<file path="src/hw/rtl/igps_pkg.sv">
package igps_pkg;

  localparam int NUM_LIGHTS    = 16;
  localparam int NUM_LANES     = 12;
  localparam int LIGHT_W       = 4;
  localparam int LOAD_W        = 8;
  localparam int QUEUE_MAX_DEF = 255;

  localparam logic [LOAD_W-1:0] SERVE_LOAD_RST = 8'd1;

  // register index of serve_load
  localparam int REG_SERVE_LOAD = 0;

  typedef logic [NUM_LIGHTS-1:0] light_mask_t;

  // conflict list per light id, pedestrian entries mirrored into the lanes
  localparam light_mask_t CONFLICT [NUM_LIGHTS] = '{
    16'h5E98, 16'h37D8, 16'h9088, 16'hA4C7,
    16'h6EC3, 16'h3440, 16'h563A, 16'hC61F,
    16'h6202, 16'hA1D3, 16'h90FB, 16'hC011,
    16'h0467, 16'h033A, 16'h09D1, 16'h0E8C
  };

  typedef enum logic [1:0] {
    ST_IDLE,
    ST_RANK,
    ST_WALK,
    ST_DONE
  } state_t;

  typedef struct packed {
    logic               start;
    logic               rank_en;
    logic               walk_en;
    logic               finish;
    logic [LIGHT_W-1:0] idx;
  } dp_cmd_t;

  typedef struct packed {
    logic out_free;
  } dp_sts_t;

endpackage

</file>
<file path="src/hw/rtl/igps_ctrl.sv">
module igps_ctrl (
  input  logic              clk,
  input  logic              rst_n,
  input  logic              in_valid,
  output logic              in_ready,
  output igps_pkg::dp_cmd_t cmd,
  input  igps_pkg::dp_sts_t sts
);
  import igps_pkg::*;

  state_t             state_r, state_nxt;
  logic [LIGHT_W-1:0] idx_r, idx_nxt;
  logic               last;

  assign last = (idx_r == LIGHT_W'(NUM_LIGHTS - 1));

  always_comb begin
    state_nxt = state_r;
    idx_nxt   = '0;
    case (state_r)
      ST_IDLE: begin
        if (in_valid) begin
          state_nxt = ST_RANK;
        end
      end
      ST_RANK: begin
        if (last) begin
          state_nxt = ST_WALK;
        end else begin
          idx_nxt = idx_r + 1'b1;
        end
      end
      ST_WALK: begin
        if (last) begin
          state_nxt = ST_DONE;
        end else begin
          idx_nxt = idx_r + 1'b1;
        end
      end
      ST_DONE: begin
        if (sts.out_free) begin
          state_nxt = ST_IDLE;
        end
      end
      default: begin
        state_nxt = ST_IDLE;
      end
    endcase
  end

  always_comb begin
    cmd      = '0;
    cmd.idx  = idx_r;
    in_ready = 1'b0;
    case (state_r)
      ST_IDLE: begin
        in_ready  = 1'b1;
        cmd.start = in_valid;
      end
      ST_RANK: begin
        cmd.rank_en = 1'b1;
      end
      ST_WALK: begin
        cmd.walk_en = 1'b1;
      end
      ST_DONE: begin
        cmd.finish = sts.out_free;
      end
      default: begin
        cmd = '0;
      end
    endcase
  end

  always_ff @(posedge clk) begin
    if (!rst_n) begin
      state_r <= ST_IDLE;
      idx_r   <= '0;
    end else begin
      state_r <= state_nxt;
      idx_r   <= idx_nxt;
    end
  end

`ifndef SYNTHESIS
  a_accept_starts_rank: assert property (@(posedge clk) disable iff (!rst_n)
    in_valid && in_ready |=> state_r == ST_RANK && idx_r == '0)
    else $error("accepted item did not start ranking at light zero");

  a_finish_needs_slot: assert property (@(posedge clk) disable iff (!rst_n)
    cmd.finish |-> sts.out_free)
    else $error("result written while output register is occupied");

  a_walk_ends_done: assert property (@(posedge clk) disable iff (!rst_n)
    state_r == ST_WALK && last |=> state_r == ST_DONE)
    else $error("walk did not end after the last light");
`endif

endmodule

</file>
<file path="src/hw/rtl/igps_dp.sv">
module igps_dp #(
  parameter int QUEUE_MAX = igps_pkg::QUEUE_MAX_DEF
) (
  input  logic                          clk,
  input  logic                          rst_n,
  input  igps_pkg::dp_cmd_t             cmd,
  output igps_pkg::dp_sts_t             sts,
  input  logic [igps_pkg::NUM_LIGHTS-1:0] in_arrival_mask,
  input  logic [igps_pkg::LOAD_W-1:0]   serve_load,
  output logic                          out_valid,
  input  logic                          out_ready,
  output logic [igps_pkg::NUM_LIGHTS-1:0] out_green_mask
);
  import igps_pkg::*;

  localparam int CNT_W = $clog2(QUEUE_MAX + 1);
  localparam int SUB_W = (CNT_W > LOAD_W) ? CNT_W : LOAD_W;

  logic [CNT_W-1:0]   cnt_r   [NUM_LIGHTS];
  logic [CNT_W-1:0]   cnt_nxt [NUM_LIGHTS];
  logic [LIGHT_W-1:0] rank_r  [NUM_LIGHTS];
  logic [LIGHT_W-1:0] rank_nxt[NUM_LIGHTS];
  logic [SUB_W-1:0]   cnt_ext [NUM_LIGHTS];
  logic [SUB_W-1:0]   load_ext;
  logic [CNT_W-1:0]   cnt_cur;
  light_mask_t        green_r, green_nxt;
  light_mask_t        sel;
  light_mask_t        conf;
  logic               out_valid_r, out_valid_nxt;
  light_mask_t        out_mask_r;

  assign cnt_cur  = cnt_r[cmd.idx];
  assign load_ext = SUB_W'(serve_load);

  always_comb begin
    conf = '0;
    for (int i = 0; i < NUM_LIGHTS; i++) begin
      sel[i] = (rank_r[i] == cmd.idx);
      if (sel[i]) begin
        conf = conf | CONFLICT[i];
      end
    end
  end

  always_comb begin
    for (int i = 0; i < NUM_LIGHTS; i++) begin
      cnt_nxt[i]  = cnt_r[i];
      rank_nxt[i] = rank_r[i];
      cnt_ext[i]  = SUB_W'(cnt_r[i]);
      if (cmd.start) begin
        rank_nxt[i] = '0;
        if (in_arrival_mask[i] && (cnt_r[i] != CNT_W'(QUEUE_MAX))) begin
          cnt_nxt[i] = cnt_r[i] + 1'b1;
        end
      end
      if (cmd.rank_en) begin
        if ((cnt_cur > cnt_r[i]) ||
            ((cnt_cur == cnt_r[i]) && (cmd.idx < LIGHT_W'(i)))) begin
          rank_nxt[i] = rank_r[i] + 1'b1;
        end
      end
      if (cmd.finish && green_r[i]) begin
        if (i < NUM_LANES) begin
          if (cnt_ext[i] > load_ext) begin
            cnt_nxt[i] = CNT_W'(cnt_ext[i] - load_ext);
          end else begin
            cnt_nxt[i] = '0;
          end
        end else begin
          cnt_nxt[i] = '0;
        end
      end
    end
  end

  always_comb begin
    green_nxt = green_r;
    if (cmd.start) begin
      green_nxt = '0;
    end else if (cmd.walk_en && ((conf & green_r) == '0)) begin
      green_nxt = green_r | sel;
    end
  end

  always_comb begin
    out_valid_nxt = out_valid_r;
    if (cmd.finish) begin
      out_valid_nxt = 1'b1;
    end else if (out_ready) begin
      out_valid_nxt = 1'b0;
    end
  end

  assign sts.out_free   = !out_valid_r || out_ready;
  assign out_valid      = out_valid_r;
  assign out_green_mask = out_mask_r;

  always_ff @(posedge clk) begin
    if (!rst_n) begin
      out_valid_r <= 1'b0;
      for (int i = 0; i < NUM_LIGHTS; i++) begin
        cnt_r[i] <= '0;
      end
    end else begin
      out_valid_r <= out_valid_nxt;
      for (int i = 0; i < NUM_LIGHTS; i++) begin
        cnt_r[i] <= cnt_nxt[i];
      end
    end
  end

  always_ff @(posedge clk) begin
    green_r <= green_nxt;
    for (int i = 0; i < NUM_LIGHTS; i++) begin
      rank_r[i] <= rank_nxt[i];
    end
    if (cmd.finish) begin
      out_mask_r <= green_r;
    end
  end

`ifndef SYNTHESIS
  a_rank_permutation: assert property (@(posedge clk) disable iff (!rst_n)
    cmd.walk_en |-> $onehot(sel))
    else $error("visit order does not name exactly one light");

  a_crossing_cleared: assert property (@(posedge clk) disable iff (!rst_n)
    cmd.finish && green_r[NUM_LIGHTS-1] |=> cnt_r[NUM_LIGHTS-1] == '0)
    else $error("green crossing count not cleared");
`endif

endmodule

</file>
<file path="src/hw/rtl/intersection_green_phase_selector.sv">
// Green phase selector for 12 vehicle lanes and 4 pedestrian crossings. Each item
// adds its arrival bits to saturating waiting counts, ranks the lights by
// descending count (lower id wins a tie), then walks them in that order and
// turns a light green when none of its fixed conflicts is already green. The
// green mask comes out as one result item; green lanes then lose serve_load
// vehicles and green crossings are cleared. An item goes through these steps in
// order: take the arrivals, rank (one light's count compared against all others
// per cycle), walk (one light tested per cycle) and write back the result into
// the output register. The next item is taken once the result is in the output
// register, so a stalled result holds off only that write-back. serve_load sits
// at byte address 0 of the register port.
module intersection_green_phase_selector #(
  parameter int QUEUE_MAX = igps_pkg::QUEUE_MAX_DEF
) (
  input  logic                            clk,
  input  logic                            rst_n,
  input  logic                            in_valid,
  output logic                            in_ready,
  input  logic [igps_pkg::NUM_LIGHTS-1:0] in_arrival_mask,
  output logic                            out_valid,
  input  logic                            out_ready,
  output logic [igps_pkg::NUM_LIGHTS-1:0] out_green_mask,
  input  logic                            psel,
  input  logic                            penable,
  input  logic                            pwrite,
  input  logic [2:0]                      paddr,
  input  logic [31:0]                     pwdata,
  output logic [31:0]                     prdata,
  output logic                            pready
);
  import igps_pkg::*;

  dp_cmd_t           cmd;
  dp_sts_t           sts;
  logic [LOAD_W-1:0] serve_load_r, serve_load_nxt;
  logic              sel_serve_load;

  assign pready         = 1'b1;
  assign sel_serve_load = (paddr[2] == 1'(REG_SERVE_LOAD));
  assign prdata         = sel_serve_load ? 32'(serve_load_r) : '0;

  always_comb begin
    serve_load_nxt = serve_load_r;
    if (psel && penable && pwrite && sel_serve_load) begin
      serve_load_nxt = pwdata[LOAD_W-1:0];
    end
  end

  always_ff @(posedge clk) begin
    if (!rst_n) begin
      serve_load_r <= SERVE_LOAD_RST;
    end else begin
      serve_load_r <= serve_load_nxt;
    end
  end

  igps_ctrl u_ctrl (
    .clk      (clk),
    .rst_n    (rst_n),
    .in_valid (in_valid),
    .in_ready (in_ready),
    .cmd      (cmd),
    .sts      (sts)
  );

  igps_dp #(
    .QUEUE_MAX (QUEUE_MAX)
  ) u_dp (
    .clk             (clk),
    .rst_n           (rst_n),
    .cmd             (cmd),
    .sts             (sts),
    .in_arrival_mask (in_arrival_mask),
    .serve_load      (serve_load_r),
    .out_valid       (out_valid),
    .out_ready       (out_ready),
    .out_green_mask  (out_green_mask)
  );

endmodule

</file>
<file path="config.mk">
export PLATFORM = sky130hd
export DESIGN_NAME = intersection_green_phase_selector
export DESIGN_NICKNAME = d
export VERILOG_FILES = /design/src/hw/rtl/igps_pkg.sv /design/src/hw/rtl/igps_ctrl.sv /design/src/hw/rtl/igps_dp.sv /design/src/hw/rtl/intersection_green_phase_selector.sv
export SDC_FILE = /design/constraint.sdc
export NUM_CORES = 1
export LEC_CHECK = 0
export BUFFER_PORTS_ARGS = -buffer_cell sky130_fd_sc_hd__buf_2
export CAP_MARGIN = 20
export CORE_UTILIZATION = 45
export DETAILED_ROUTE_END_ITERATION = 8
export PLACE_DENSITY = 0.7
export SETUP_SLACK_MARGIN = 0.4
export SKIP_CTS_REPAIR_TIMING = 1
export SYNTH_ARGS = -nofsm -noshare
export SYNTH_HDL_FRONTEND = slang
export SYNTH_SLANG_ARGS = --single-unit
</file>
<file path="constraint.sdc">
create_clock -name clk -period 3.8 [get_ports clk]
set_clock_uncertainty 0.1 [all_clocks]
set_input_delay 0.57 -clock clk [delete_from_list [all_inputs] [get_ports clk]]
set_output_delay 0.57 -clock clk [all_outputs]
set_load 0.1 [all_outputs]
</file>
# Yosys cells after proc, flatten, opt, wreduce, memory -nomap -nowiden
# Memory sizes are Yosys's and may differ from the RTL's. A register that Yosys moved wholly into a read port is not among the register bits.
# Index checks and enable logic that the tools add are counted.
[totals] regBits=47 n_memories=2 ram_bits=192 output_inout_bits=51 in_bits=58 word_cells=406
[classes] order_cmp=44 reduce_logical=76 n_addsub=45 muxes=156 bitwise_logic=21 eq_ne=56
[mem_list] name="u_dp.cnt_r" depth=16 word_bits=8 read_ports=17 rd_clocked_by_memory_dff=1 wr=16 line="igps_dp.sv:19" source="logic [CNT_W-1:0] cnt_r [NUM_LIGHTS];"
[mem_list] name="u_dp.rank_r" depth=16 word_bits=4 read_ports=16 rd_clocked_by_memory_dff=0 wr=16 line="igps_dp.sv:21" source="logic [LIGHT_W-1:0] rank_r [NUM_LIGHTS];"
[ops] operator="8-bit 2-to-1 mux" count=77
[ops] operator="8-bit > comparator" count=28
[ops] operator="4-bit 2-to-1 mux" count=49
[ops] operator="8-bit by 1-bit adder with 8-bit output, second input constant" count=16
[ops] operator="8-bit == test" count=16
[ops] operator="8-bit != test, second input constant" count=16
[ops] operator="16-bit 2-to-1 mux" count=6
[ops] operator="8-bit subtractor" count=12
[ops] operator="4-bit by 1-bit adder with 4-bit output, second input constant" count=17
[ops] operator="4-bit == test" count=16
[ops] operator="15-bit 2-to-1 mux" count=4
[ops] operator="1-bit logical AND" count=52
[ops] operator="4-bit less-than comparator, second input constant" count=8
[ops] operator="14-bit 2-to-1 mux" count=2
[ops] operator="12-bit 2-to-1 mux" count=2
[ops] operator="1-bit logical OR" count=17
[ops] operator="16-bit bitwise AND" count=1
[ops] operator="16-bit zero test" count=1
[ops] operator="4-bit by 3-bit less-than comparator with 1-bit output, second input constant" count=4
[ops] operator="1-bit bitwise OR" count=16
[ops] operator="16-bit bitwise OR" count=1
[ops] operator="11-bit 2-to-1 mux" count=1
[ops] operator="10-bit 2-to-1 mux" count=1
[ops] operator="1-bit 2-to-1 mux" count=9
[ops] operator="16 further kinds" count=26

# Logic depth before layout (Yosys ltp)
# An unclocked memory read counts as a cell.
[depth] word_depth=21 mapped_depth=15 mapped_depth_nobuf=12

# Hierarchy
# Synthesis repeated with hierarchy kept, for this count alone.
[unflattened] cells_unflattened=2408 hier_area_um2=20517.2
[by_module_without_submodules] module="igps_dp" cells_each=2302 area_each_um2=19582.5 n_inst=1 seq_area_each_um2=4664.5
[by_module_without_submodules] module="intersection_green_phase_selector" cells_each=70 area_each_um2=595.6 n_inst=1 seq_area_each_um2=160.2
[by_module_without_submodules] module="igps_ctrl" cells_each=36 area_each_um2=339.1 n_inst=1 seq_area_each_um2=120.1

# Least setup slack after synthesis
# Ideal clock, no wire load.
[synth_path] kind="register to register" start="register u_ctrl.idx_r[0]" end="memory u_dp.rank_r[1][2]" n_path_buf=3 synth_period_minus_slack_ps=4152 stages_incl_launch_ff=15 t_required_ps=3586 slack_ps=-352 setup_time_ps=114 arrival_time_ps=3938 cell_sequence="dfxtp_1 buf_6 buf_6 buf_1 mux4_2 mux4_2 ha_1 nor2b_1 o21a_1 o21a_1 o21ai_0 a21oi_1 o21ai_1 mux2i_1 a21o_1"
[synth_rtl] item="start, declared" line="igps_ctrl.sv:12" source="logic [LIGHT_W-1:0] idx_r, idx_nxt;"
[synth_rtl] item="start signal, assigned" line="igps_ctrl.sv:81" source="idx_r <= idx_nxt;"
[synth_rtl] item="end, declared" line="igps_dp.sv:21"

==> impl_metrics.prom <==
# TYPE chip_impl_metric gauge
chip_impl_info{name="outcome",value="complete, no violations"} 1
chip_impl_metric{name="die_w",unit="µm"} 214
chip_impl_metric{name="async_reset_ff_share",unit="%"} 0
chip_impl_metric{name="avgSynthCellArea",unit="µm²"} 8.52
chip_impl_metric{name="report.final.setup_viol",unit=""} 0
chip_impl_metric{name="peakVddDrop",unit="mV"} 0.396
chip_impl_metric{name="finalWeightedCongestion",unit=""} 0.947
chip_impl_info{name="worst-setup-path-type",value="reg -> reg"} 1
chip_impl_info{name="cell_at_the_root_of_the_clock_tree",value="clkbuf_16"} 1
chip_impl_metric{name="post_drt_wl_per_cell",unit="µm"} 21.4
chip_impl_info{name="min_path_type",value="in -> reg"} 1
chip_impl_metric{name="syn-cell-area",unit="µm²"} 20200
chip_impl_metric{name="syn-instance-count",unit=""} 2370
chip_impl_info{name="worstSetupStartpointType",value="flop"} 1
chip_impl_metric{name="area_overhead_vs_synth",unit="%"} 20.4
chip_impl_metric{name="finalHoldWorstSlack",unit="ns"} 0.113
chip_impl_metric{name="clkTransAtPathRegs",unit="ns"} 0.07
chip_impl_info{name="timing.critical_path.cells",value="buf_12 > mux4_2 > mux4_2 > buf_12 > ha_4 > nor2b_4 > o21a_1 > o21a_1 > o21bai_1 > a21oi_1 > o21ai_2 > buf_6 > nor3b_1 > a21o_1"} 1
chip_impl_metric{name="synth_seq_area_share",unit="%"} 24.5
chip_impl_metric{name="critical_path.max_stage_delay",unit="ns"} 0.65
chip_impl_metric{name="bufs_on_longest_clock_path",unit=""} 3
chip_impl_metric{name="worstPathRequired",unit="ns"} 4.18
chip_impl_info{name="grt_setup_unrepaired",value="yes"} 1
chip_impl_metric{name="post-route-period-util",unit="%"} 99.6
chip_impl_metric{name="design.portCount",unit=""} 109
chip_impl_metric{name="insertion_delay",unit="ns"} 0.59
chip_impl_metric{name="dr_total_vias",unit=""} 19700
chip_impl_metric{name="place.port_buffers",unit=""} 57
chip_impl_metric{name="p_leak",unit="µW"} 0.00985
chip_impl_metric{name="htree_levels",unit=""} 1
chip_impl_metric{name="final_nets",unit=""} 2881
chip_impl_metric{name="synth.lib_cells_used.distinct",unit=""} 66
chip_impl_metric{name="fp-row-count",unit=""} 77
chip_impl_metric{name="first_pass_iters",unit=""} 8
chip_impl_metric{name="critical_path.n_buffers_inverters",unit=""} 3
chip_impl_metric{name="grt_first_pass_wirelength",unit="µm"} 98900
chip_impl_metric{name="clock.fmax",unit="MHz"} 264
chip_impl_metric{name="floorplan.die.height",unit="µm"} 214
chip_impl_metric{name="tightest_slew",unit="ns"} 1.37
chip_impl_info{name="setup.worst_path.end_class",value="flop"} 1
chip_impl_metric{name="floorplan.die_area",unit="µm²"} 45700
chip_impl_metric{name="crit_path_max_fanout",unit=""} 7
chip_impl_metric{name="syn_warnings",unit=""} 0
chip_impl_metric{name="finalWorstPathRequiredPeriod",unit="ns"} 3.79
chip_impl_metric{name="setup_total_negative_slack",unit="ns"} 0
chip_impl_metric{name="final_layout_size_suffix_gt1_share",unit="%"} 18.7
chip_impl_info{name="ys_dominant_reg_cell",value="dfxtp_1"} 1
chip_impl_metric{name="synth_edf_count",unit=""} 16
chip_impl_info{name="cts_tree",value="done"} 1
chip_impl_metric{name="power_density",unit="nW/µm²"} 570
chip_impl_info{name="slowest_stage",value="mux4_2"} 1
chip_impl_metric{name="antenna-diode-count",unit=""} 0
chip_impl_metric{name="grt_start_max_net_pins",unit=""} 68
chip_impl_metric{name="cap_violations",unit=""} 0
chip_impl_metric{name="drt-vias-per-instance",unit=""} 6.21
chip_impl_metric{name="tritoncts_num_sinks",unit=""} 239
chip_impl_metric{name="overflow_left_after_global_routing",unit=""} 0
chip_impl_metric{name="synthesized_flop_and_latch_total",unit=""} 239
chip_impl_metric{name="remaining_drc_errors",unit=""} 0
chip_impl_info{name="timing.critical_path.max_delay_family",value="multiplexers"} 1
chip_impl_metric{name="track_usage",unit="%"} 27.5
chip_impl_metric{name="hpwl",unit="µm"} 47100
chip_impl_metric{name="drtAntennaViolNets",unit=""} 0
chip_impl_metric{name="dr.first_iter.drc_count",unit=""} 1905
chip_impl_metric{name="core",unit="µm²"} 44200
chip_impl_metric{name="initial_util",unit="%"} 45.7
chip_impl_metric{name="maxSlewHeadroom",unit="%"} 8.53
chip_impl_metric{name="drt_wl_total",unit="µm"} 67800
chip_impl_metric{name="grt_pass1_vias",unit=""} 18400
chip_impl_metric{name="initial_antenna_violation_count",unit=""} 0
chip_impl_metric{name="critPathArrivalTime",unit="ns"} 4.17
chip_impl_metric{name="cts-buffers-inserted",unit=""} 29
chip_impl_metric{name="timing_max_transition_violations_final",unit=""} 0
chip_impl_metric{name="final-hold-violation-count",unit=""} 0
[layout by cell type (no fill, tap or decap), types with 12 or more instances in the layout]
master     count
ha_4          30
o21ai_1       39
a211oi_1      55
buf_12        19
conb_1        25
a21o_1        98
nor2_1       133
xnor2_1      117
fa_1          12
o21ai_0      124
ha_1         231
a211oi_2      16
nand4_1       60
a31oi_1       37
or3_1         15
buf_4        102
nor3_1        41
a21oi_2       18
and2_1        17
clkbuf_16     36
mux4_2        41
a221oi_1      45
nor2b_1       38
and3_1        32
nand3_2       16
nand2_1      146
mux2i_1       23
dfxtp_1      219
a222oi_1      16
xor2_1        62
edfxtp_1      16
buf_2         57
buf_6         31
o21ai_2       19
nand3_1      128
a21oi_1       73
inv_1        195
[synth_stat cells, types with 18 or more instances]
cell	number	area share [%]
xnor2_1	117	5.1
a21o_1	98	3.6
nor3_1	41	1.0
clkbuf_1	43	0.80
o21ai_0	166	4.1
nand4_1	60	1.9
nand3_1	148	3.7
mux2i_1	23	1.1
nand2_1	151	2.8
inv_1	197	3.7
a21oi_1	91	2.3
nor2b_1	42	1.3
nor2_1	135	2.5
a221oi_1	48	2.1
a211oi_1	59	2.2
xor2_1	62	2.7
and2_1	18	0.56
ha_1	262	16
buf_4	25	0.93
and3_1	32	0.99
dfxtp_1	223	22
a31oi_1	37	1.1
mux4_2	40	4.5
[cell type report]
cell class,instances,area (µm²)
clock buffers,37,818
clock inverters,17,163
fillers,3837,19900
inverters,198,751
multi-input cells,1866,15000
flip-flops and latches,239,4950
well taps,592,741
repair buffers,215,1920
[per-layer routing]
layer  vias up  global-route usage (%)  part of all wire (%)
met5         -                       0                     0
met2       973                    46.6                    46
met1      9388                    34.6                    40
li1       9053                       -                     -
met4         0                    13.2                   6.0
met3       250                    3.57                   8.7
[through the flow]
stage	cells	total power [µW]	instance area (µm²)	setup slack, ns	utilization (%)
floorplan	2393	7940	20500	0.213	-
global placement	3046	9430	21700	-0.0491	49.1
detailed placement	3046	9650	21700	-0.0952	49.1
CTS	3100	12500	22700	-0.125	51.3
global route	3164	14600	24300	-0.0626	55.0
finish	3164	13900	24300	0.0134	55.0
[sequential cells by signal (all words and copies together) (netlist names)]
register and count:
u_ctrl.idx_r 4, u_dp.cnt_r 128, u_dp.rank_r 64, serve_load_r 8
u_dp.out_valid 1, u_dp.out_green_mask 16, u_ctrl.state_r 2, u_dp.green_r 16
[kinds of logic after synthesis]
logic type / synth area share, %
xor+xnor: 7.76
fa+ha+maj: 17.4
other cells: 0.0372
buf+inv: 6.31
flops: 24.5
compound gates: 20.3
simple gates: 17.9
mux: 5.77
[final timing paths]
path	end	slack, ns	start	depth (start not counted)
max	u_dp.rank_r[3][2]$_DFF_P_	0.01	u_ctrl.idx_r[0]$_SDFF_PP0_	14
min	serve_load_r[0]$_SDFFE_PN1P_	0.11	pwdata[0]	3
min reg2reg	serve_load_r[7]$_SDFFE_PN0P_	0.36	serve_load_r[7]$_SDFFE_PN0P_	2
max reg2reg	u_dp.rank_r[3][2]$_DFF_P_	0.01	u_ctrl.idx_r[0]$_SDFF_PP0_	14
[where the power goes]
group | total (µW) | switching, µW | internal, µW | leakage, µW
Combinational | 7470 | 4250 | 3220 | 0.00740
Clock | 2890 | 1220 | 1670 | 0.000487
Sequential | 3490 | 560 | 2930 | 0.00196
[tightest hold or removal path, delay by kind of cell]
kind	cells	cell delay (ns)
simple gates	2	0.12
buf+inv	1	0.08
No activity file was read; power rests on OpenSTA's default activity.
